--- src/rtl/weight_window_roulette_split_macros.svh ---
// Assertion macros for the block that checks its own behavior.
`ifndef WEIGHT_WINDOW_ROULETTE_SPLIT_MACROS_SVH
`define WEIGHT_WINDOW_ROULETTE_SPLIT_MACROS_SVH

// Implication checked at every clock edge outside reset.
`define WWRS_ASSERT_IMP(lbl, ante, cons) \
    lbl: assert property (@(posedge i_clk) disable iff (!i_rst_n) (ante) |-> (cons)) \
        else $error("weight window check failed");

// Implication whose consequence is checked in the cycle after the antecedent.
`define WWRS_ASSERT_NEXT(lbl, ante, cons) \
    lbl: assert property (@(posedge i_clk) disable iff (!i_rst_n) (ante) |=> (cons)) \
        else $error("weight window check failed");

`endif

--- src/rtl/wwrs_pkg.sv ---
package wwrs_pkg;

    localparam int DefMaxSplit = 64;

    localparam logic [2:0] OC_IN_WINDOW = 3'd0;
    localparam logic [2:0] OC_SURVIVED  = 3'd1;
    localparam logic [2:0] OC_KILLED    = 3'd2;
    localparam logic [2:0] OC_SPLIT     = 3'd3;
    localparam logic [2:0] OC_BAD       = 3'd4;

    typedef struct packed {
        logic [31:0] particle_weight;
        logic [31:0] lower_bound;
        logic [31:0] upper_bound;
        logic [31:0] target_weight;
        logic [15:0] random_value;
    } t_in;

    typedef struct packed {
        logic [2:0]  outcome;
        logic [31:0] copy_weight;
        logic [6:0]  split_count;
        logic        split_saturated;
    } t_out;

endpackage

--- src/rtl/wwrs_div.sv ---
// Restoring divider, one quotient bit per pipeline stage. The quotient must fit in QW bits.
module wwrs_div
    import wwrs_pkg::*;
#(
    parameter int  DW = 32,
    parameter int  VW = 32,
    parameter int  QW = 8,
    parameter type t_side = logic
) (
    input  logic          i_clk,
    input  logic          i_rst_n,
    input  logic          i_en,
    input  logic          i_valid,
    input  logic [DW-1:0] i_dividend,
    input  logic [VW-1:0] i_divisor,
    input  t_side         i_side,
    output logic          o_valid,
    output logic [QW-1:0] o_quot,
    output t_side         o_side
);
    localparam int SW = (DW > VW + QW) ? DW : VW + QW;

    logic [QW-1:0] r_valid;
    logic [SW-1:0] r_rem [QW];
    logic [SW-1:0] r_dvs [QW];
    logic [QW-1:0] r_q   [QW];
    t_side         r_side[QW];

    for (genvar j = 0; j < QW; j++) begin : g_stage
        logic          v_in;
        logic [SW-1:0] rem_in;
        logic [SW-1:0] dvs_in;
        logic [QW-1:0] q_in;
        t_side         side_in;
        logic [SW-1:0] sh;

        if (j == 0) begin : g_first
            assign v_in    = i_valid;
            assign rem_in  = SW'(i_dividend);
            assign dvs_in  = SW'(i_divisor);
            assign q_in    = '0;
            assign side_in = i_side;
        end else begin : g_next
            assign v_in    = r_valid[j-1];
            assign rem_in  = r_rem[j-1];
            assign dvs_in  = r_dvs[j-1];
            assign q_in    = r_q[j-1];
            assign side_in = r_side[j-1];
        end

        assign sh = dvs_in << (QW - 1 - j);

        always_ff @(posedge i_clk) begin
            if (!i_rst_n) begin
                r_valid[j] <= 1'b0;
            end else if (i_en) begin
                r_valid[j] <= v_in;
            end
        end

        always_ff @(posedge i_clk) begin
            if (i_en) begin
                r_dvs[j]  <= dvs_in;
                r_side[j] <= side_in;
                if (rem_in >= sh) begin
                    r_rem[j] <= rem_in - sh;
                    r_q[j]   <= q_in | (QW'(1) << (QW - 1 - j));
                end else begin
                    r_rem[j] <= rem_in;
                    r_q[j]   <= q_in;
                end
            end
        end
    end

    assign o_valid = r_valid[QW-1];
    assign o_quot  = r_q[QW-1];
    assign o_side  = r_side[QW-1];
endmodule

--- config.mk ---
export PLATFORM = sky130hd
export DESIGN_NAME = wwrs_div
export DESIGN_NICKNAME = d
export VERILOG_FILES = /design/src/rtl/weight_window_roulette_split_macros.svh /design/src/rtl/wwrs_pkg.sv /design/src/rtl/wwrs_div.sv
export SDC_FILE = /design/constraint.sdc
export NUM_CORES = 1
export LEC_CHECK = 0
export BUFFER_PORTS_ARGS = -buffer_cell sky130_fd_sc_hd__buf_4
export CAP_MARGIN = 0
export CORE_MARGIN = 5
export CORE_UTILIZATION = 25
export CTS_CLUSTER_DIAMETER = 40
export DETAILED_ROUTE_END_ITERATION = 6
export GPL_ROUTABILITY_DRIVEN = 0
export SLEW_MARGIN = 20
export SYNTH_ARGS = -nofsm -noshare
export SYNTH_HDL_FRONTEND = slang
export SYNTH_SLANG_ARGS = --single-unit
--- constraint.sdc ---
create_clock -name i_clk -period 3.8 [get_ports i_clk]
set_clock_uncertainty 0.1 [all_clocks]
set_input_delay 0.76 -clock i_clk [delete_from_list [all_inputs] [get_ports i_clk]]
set_output_delay 0.76 -clock i_clk [all_outputs]
set_load 0.03 [all_outputs]
# Word level (Yosys, flattened, before mapping)
# Memory sizes are Yosys's and may differ from the RTL's.
# Index checks and enable logic that the tools add are counted.
# word_totals
regBits	8
ramBits	712
out_inout_bits	10
word_cells	110
memories	4
# op_classes
add_sub_neg	8
n_lt_le_gt_ge	8
muxes	66
bitwise	16
# memory_table
memory	depth	word_bits	rd	rd_clocked_by_memory_dff	wr	line_no	source
r_dvs	8	40	7	0	8	wwrs_div.sv:25	logic [SW-1:0] r_dvs [QW];
r_rem	8	40	7	0	8	wwrs_div.sv:24	logic [SW-1:0] r_rem [QW];
r_q	8	8	8	0	8	wwrs_div.sv:26	logic [QW-1:0] r_q [QW];
r_side	8	1	8	0	8	wwrs_div.sv:27	t_side r_side[QW];
# ops
op	n
$mux 40	8
$ge 40x40->1	7
$sub 40x40->40	7
$mux 8	8
$mux 1	50
$sub 32x39->40	1
$ge 32x39->1	1
$or 1x1->1	16

# Logic depth before layout (Yosys ltp)
# Gate-level depths: netlist (run 1).
# An unclocked memory read counts as a cell.
# depth
word_depth	6
depth_mapped	15
ltp_nobuf	13

# Worst setup path before layout (run 1)
# OpenSTA, ideal clock, no wires.
# synth_path
kind	input -> register
from	input port i_dividend[7]
to	memory r_rem[0][33] in the netlist's numbering (data pin)
setup_time_ps	255
t_arrival_ps	3367
t_required_ps	3445
path_slack_ps	78
cell_stages	12
path_cell_list	inv_1 > ha_1 > fa_1 > nor2b_1 > o31a_1 > o311ai_1 > a211oi_1 > o31ai_1 > a31o_2 > o211a_1 > or4_1 > and3_1
# synth_rtl
element	line_no	source
start: declaration	wwrs_div.sv:14	input logic [DW-1:0] i_dividend,
end: declaration	wwrs_div.sv:24	

==> flow_summary.yaml, run 1 <==
final_layout:
  stdcell_area_sq_um: 39600
  fin_nets: 3709
  final.fill_count: 13500
  multi_input_area_sq_um: 15100
  seq_area_sq_um: 16600
  syn2layout_area_growth_pct: 19.5
  layout-drive-gt1-share_pct: 12.9
  diodes: 0
timing:
  slew_violations: 0
  max_freq_mhz: 273
  setup_tns_ns: 0
  fin_crit_sh_pct: 96.4
  final.min_clock_period_ns: 3.66
  maxSlewHeadroom_pct: 39.1
  rsz0062_at_grt: "yes"
  tightestPinTransition_ns: 0.907
  setup_violations: 0
  final_hold_viol_count: 0
  whs_ns: 0.220
route:
  drc: 0
  first_pass_iters: 5
  finalWirelength_um: 73200
  dr.first_iter.drc_count: 1370
  avgViaCountPerCell: 4.49
  wl_per_cell_um: 14.1
  antenna_left: 0
  via_count: 23400
pwr:
  power_density_nw_per_um2: 673
  power_leakage_nw: 15.9
  ir_worst_vdd_mv: 0.339
worst_setup_path:
  cp_max_fo: 7
  required_ns: 4.07
  cp-start-kind: "primary input"
  cp-startpoint: "i_dividend[7]"
  arrival_ns: 3.94
  worst_setup_path_end_kind: "flip-flop"
  r2r-start: "r_rem[4][22]"
  worst-setup-path-type: "in2reg"
logic_synthesis:
  synth_ff_type: "edfxtp_1"
  avgSynthCellArea_sq_um: 10.5
  synth_commonest_cells: "548 x edfxtp_1, 320 x inv_1, 274 x nand2_1"
  synth_edf_count: 548
  async_reset_ff_share_pct: 0
  syn-num-nets: 3490
  ys_top_cells_by_area: "edfxtp_1 50%, ha_1 9.4%, o21ai_0 3.8%"
  syn_area_sq_um: 33200
  ys_seq_elements: 556
  synth-seq-area-share_pct: 50.1
  synth.most_common_cell: "edfxtp_1"
  yosysWarnings: 0
  synth_area_leader_cell: "edfxtp_1"
  synth_top_area_share_pct: 49.6
  syn_inst: 3165
  synth_cell_types: 84
grt:
  grt_max_degree: 57
  antenna_found_initial: 1
  track_usage_pct: 10.2
  grt_pass1_vias: 23000
  overflow: 0
  grt_pass1_wl_um: 118000
clock_tree:
  clk_latency_ns: 0.62
  clock_path_buffers: 3
  clockRootBuffer: "clkbuf_16"
  path_clk_slew_ns: 0.06
  cts_tree: "built"
  cts_max_level: 3
  ctsResizeCount: 0
  cts_sinks: 556
  cts_buffers: 76
  cts_setup_buffers: 0
  ctsHoldBuffers: 0
floorplanning:
  die_w_um: 374
  initial_core_util_pct: 25.2
  ios: 79
  rows: 133
  coreArea_sq_um: 132000
  die_area_sq_um: 140000
  die_y_um: 374
placement:
  hpwl_um: 57700
  port_buffers: 78
  dpl-instance-area_sq_um: 36800
hold_path:
  hp-class: "in2reg"
  hp-start: "i_divisor[24]"
run:
  cap_violations: 0
run_status:
  status: "completed"
cell families after synthesis:
kind of cell / count (synthesis) / share of synthesized area [%]
buf+inv: 416 / 4.79
fa+ha+maj: 256 / 9.82
simple gates: 796 / 11.5
flops: 556 / 50.1
compound gates: 901 / 17.2
mux: 45 / 1.48
xor+xnor: 195 / 5.15
stage by stage:
step	instances	setup slack (ns)	utilization [%]	power [W]
after global placement	5060	-0.555	28.0	0.0192
after global routing	5198	-0.0158	30.1	0.0286
final	5198	0.136	30.1	0.0267
after CTS	5197	0.0145	30.0	0.0268
after floorplan	3165	0.0782	-	0.0166
after detailed placement	5060	-0.578	28.0	0.0193
per-layer routing:
metal | part of all wire [%] | global-route usage, %
met1 | 44 | 12.6
met2 | 48 | 17.5
met3 | 3.7 | 1.77
met4 | 4.1 | 4.41
met5 | 0 | 0
layout by cell type, fill, tap and decap left out, types with 9 or more instances in the layout:
cell type,instances
a211oi_1,25
a21boi_0,12
a21o_1,127
a21oi_1,240
a31oi_1,35
and2_1,16
and3_1,27
buf_4,228
bufinv_16,10
clkbuf_16,80
clkinv_4,9
edfxtp_1,548
ha_1,249
inv_1,320
inv_6,9
mux2_2,33
mux2i_1,12
nand2_1,273
nand2b_1,30
nand3_1,41
nand4_1,45
nor2_1,202
nor2b_1,34
nor3_1,38
nor4_1,10
o2111ai_1,10
o211ai_1,12
o21a_1,31
o21ai_0,248
o21bai_1,30
o31a_1,10
o31ai_1,23
or2_2,10
or3_1,16
or4_1,12
xnor2_1,104
xor2_1,91
report_power, final:
group | leakage, nW | switching, W | internal (W)
logic | 9.25 | 0.00548 | 0.00448
registers | 5.39 | 0.000774 | 0.00863
clock network | 1.29 | 0.00271 | 0.00460
sequential cells by signal, summed over array words and instances (netlist names):
| signal | flops |
|---|---|
| r_rem | 280 |
| r_dvs | 224 |
| r_q | 36 |
| r_side | 8 |
| g_stage.v_in | 7 |
| o_valid | 1 |
worst max-delay path: stages:
cell and delay (ns):
buf_4 0.08, inv_1 0.03, ha_1 0.26, fa_1 0.44, nor2b_2 0.17, o31a_1 0.18, o311ai_2 0.18, a211oi_2 0.26
buf_4 0.15, o31ai_1 0.08, buf_4 0.16, a31o_2 0.25, o211a_1 0.28, or4_1 0.47, and3_1 0.18
final cells by class:
type | instances | area share (%)
inverters | 321 | 3.04
multi-input cells | 2194 | 38.0
well taps | 1755 | 5.54
flip-flops and latches | 556 | 42.0
clock inverters | 50 | 1.65
clock buffers | 87 | 5.12
repair buffers | 235 | 4.66
path summary, 6_finish.rpt:
path | endpoint | slack (ns) | depth (start not counted)
worst min-delay path | r_dvs[0][24] | 0.22 | 1
worst max register to register | r_rem[5][29] | 0.16 | 12
worst max-delay path | r_rem[0][35] | 0.14 | 15
worst min register to register | r_q[1][28] | 0.31 | 0
No activity file was read; power rests on OpenSTA's default activity.
==> inputs of run 2 (changes only) <==
RECOVER_POWER = 50   (was unset)
==> run 2 against run 1 <==
Effect of this change:
- the flow now finishes with violations (capacitance limit, slew limit)
- register-to-register slack about the same
- maximum frequency down 0.25%
- hold slack better by 0.024 ns
- cell area down 0.37%
- count of clock-buffer cells in the layout unchanged
- sequential power about the same
- critical path depth unchanged
- via count up 0.18%
- worst setup slack worse by 0.0093 ns
- sequential share of layout area up 0.16 points
- non-clock buffer count unchanged
- largest power group unchanged
==> flow_summary.yaml, run 2 (synthesis results as in run 1) <==
final_layout:
  final.fill_count: 13500
  largest-register: "r_rem"
  seq_area_sq_um: 16600
  stdcell_area_sq_um: 39500
  final_cell_mix: "548 x edfxtp_1, 320 x inv_1, 273 x nand2_1, 249 x ha_1, 248 x o21ai_0"
  syn2layout_area_growth_pct: 19.0
  top_regs: "r_rem: 280 flops, r_dvs: 224 flops, r_q: 36 flops"
  fin_nets: 3709
  multi_input_area_sq_um: 15100
  mostFrequentLayoutCell: "edfxtp_1"
  diodes: 0
  layout-drive-gt1-share_pct: 11.9
  post-route-util_pct: 30.0
  largest_reg_flops: 280
placement:
  hpwl_um: 57700
  dp_worst_setup_slack_ns: -0.578
  port_buffers: 78
  dpl-instance-area_sq_um: 36800
worst_setup_path:
  worst_setup_path_end_kind: "flip-flop"
  cp_cell_sequence: "buf_4 -> inv_1 -> ha_1 -> fa_1 -> nor2b_2 -> o31a_1 -> o311ai_2 -> a211oi_2 -> buf_4 -> o31ai_1 -> buf_4 -> a31o_2 -> o211a_1 -> or4_1 -> and3_1"
  critical_path.max_stage_delay_ns: 0.47
  regToRegEndpoint: "r_rem[5][29]"
  r2r-start: "r_rem[4][22]"
  cp_max_fo: 7
  required_ns: 4.07
  crit_slowest_cell: "or4_1"
  cp-start-kind: "primary input"
  r2r_cells: 12
  cp-startpoint: "i_dividend[7]"
  worst-setup-path-type: "in2reg"
  path_common_cell: "buf_4"
  arrival_ns: 3.95
  critical_path.endpoint: "r_rem[0][35]"
  r2r_slack_ns: 0.15
floorplanning:
  die_w_um: 374
  die_y_um: 374
  ios: 79
  initial_core_util_pct: 25.2
  die_area_sq_um: 140000
  rows: 133
  coreArea_sq_um: 132000
timing:
  rsz0062_at_grt: "yes"
  fin_crit_sh_pct: 96.7
  setup_tns_ns: 0
  final_hold_viol_count: 0
  timing.final.ws_setup_ns: 0.127
  final.min_clock_period_ns: 3.67
  max_freq_mhz: 272
  slew_violations: 16
  whs_ns: 0.244
  setup_violations: 0
  tightestPinTransition_ns: 1.84
  maxSlewHeadroom_pct: -22.4
route:
  avgViaCountPerCell: 4.50
  dr.first_iter.drc_count: 1352
  via_count: 23400
  first_pass_iters: 5
  antenna_left: 0
  drc: 0
  finalWirelength_um: 73300
  wl_per_cell_um: 14.1
grt:
  antenna_found_initial: 0
  grt_pass1_vias: 23000
  overflow: 0
  grt_pass1_wl_um: 118000
  grt_max_degree: 57
  track_usage_pct: 10.2
pwr:
  ir_worst_vdd_mv: 0.338
  p_seq_share_pct: 35.3
  p_int_w: 0.0177
  p_comb_share_pct: 37.3
  power_leakage_nw: 15.8
  net-switching-power_w: 0.00898
  power_density_nw_per_um2: 676
  p_sw_share_pct: 33.7
  p_clk_share_pct: 27.4
clock_tree:
  clk_latency_ns: 0.62
  cts_sinks: 556
  clock_path_buffers: 3
  cts_buffers: 76
  cts_tree: "built"
  cts_max_level: 3
  path_clk_slew_ns: 0.06
  clockRootBuffer: "clkbuf_16"
hold_path:
  whs_path_depth: 1
  hp-class: "in2reg"
run:
  cap_violations: 1
run_status:
  status: "finished with violations"
  violations: "capacitance limit, slew limit"
-- run 2: cell count changes in the layout (fill, tap and decap cells not counted), sizes merged --
cell | before | now
buf | 235 | 187
clkbuf | 87 | 135
-- run 2: power by group through the flow --
stage	Clock, W	Combinational (W)	Sequential [W]
after floorplan	0	0.00739	0.00918
after global placement	0	0.00969	0.00952
after detailed placement	0	0.00983	0.00951
after CTS	0.00754	0.00987	0.00940
after global routing	0.00779	0.0112	0.00954
final	0.00731	0.00994	0.00940
-- run 2: timing repair --
action	CTS	global route
setup endpoints to repair	0	63
buffers inserted	0	0
gates resized for setup	0	14
hold buffers	0	0
endpoints found under the hold margin	0	0
-- run 2: metrics by stage --
step | power, W | instances
2_1_floorplan | 0.0166 | 3165
3_5_place_dp | 0.0193 | 5060
3_3_place_gp | 0.0192 | 5060
5_1_grt | 0.0285 | 5198
4_1_cts | 0.0268 | 5197
6_report | 0.0267 | 5198
-- run 2: cell type report --
class,instances,area share [%]
flip-flops and latches,556,42.1
multi-input cells,2194,38.2
repair buffers,235,4.31
clock buffers,87,5.14
inverters,321,3.05
clock inverters,50,1.65
well taps,1755,5.57
-- run 2: worst min-delay path by stage --
stage	slack [ns]	end	from
detailed placement	0.30	r_q[0][23]	r_q[0][15]
CTS	0.16	r_dvs[0][24]	i_divisor[24]
floorplan	0.30	r_q[0][15]	r_q[0][7]
global placement	0.30	r_side[1][0]	r_side[0][3]
global route	0.21	r_dvs[0][22]	i_divisor[22]
finish	0.24	r_dvs[0][24]	i_divisor[24]
-- run 2: metal layers --
| layer | vias up | part of all wire (%) | global-route usage [%] | wire length (um) |
|---|---|---|---|---|
| li1 | 12000 | - | - | - |
| met1 | 10800 | 44 | 12.6 | 32600 |
| met2 | 465 | 48 | 17.5 | 35000 |
| met3 | 153 | 3.6 | 1.77 | 2660 |
| met4 | 0 | 4.0 | 4.41 | 2970 |
| met5 | - | 0 | 0 | 0 |
-- run 2: worst max-delay path: cells and delay by family --
family | cells | cell delay [ns]
adders and majority gates | 2 | 0.71
AOI/OAI and AO/OA | 6 | 1.23
and+or+nand+nor | 3 | 0.82
buffers and inverters | 4 | 0.42
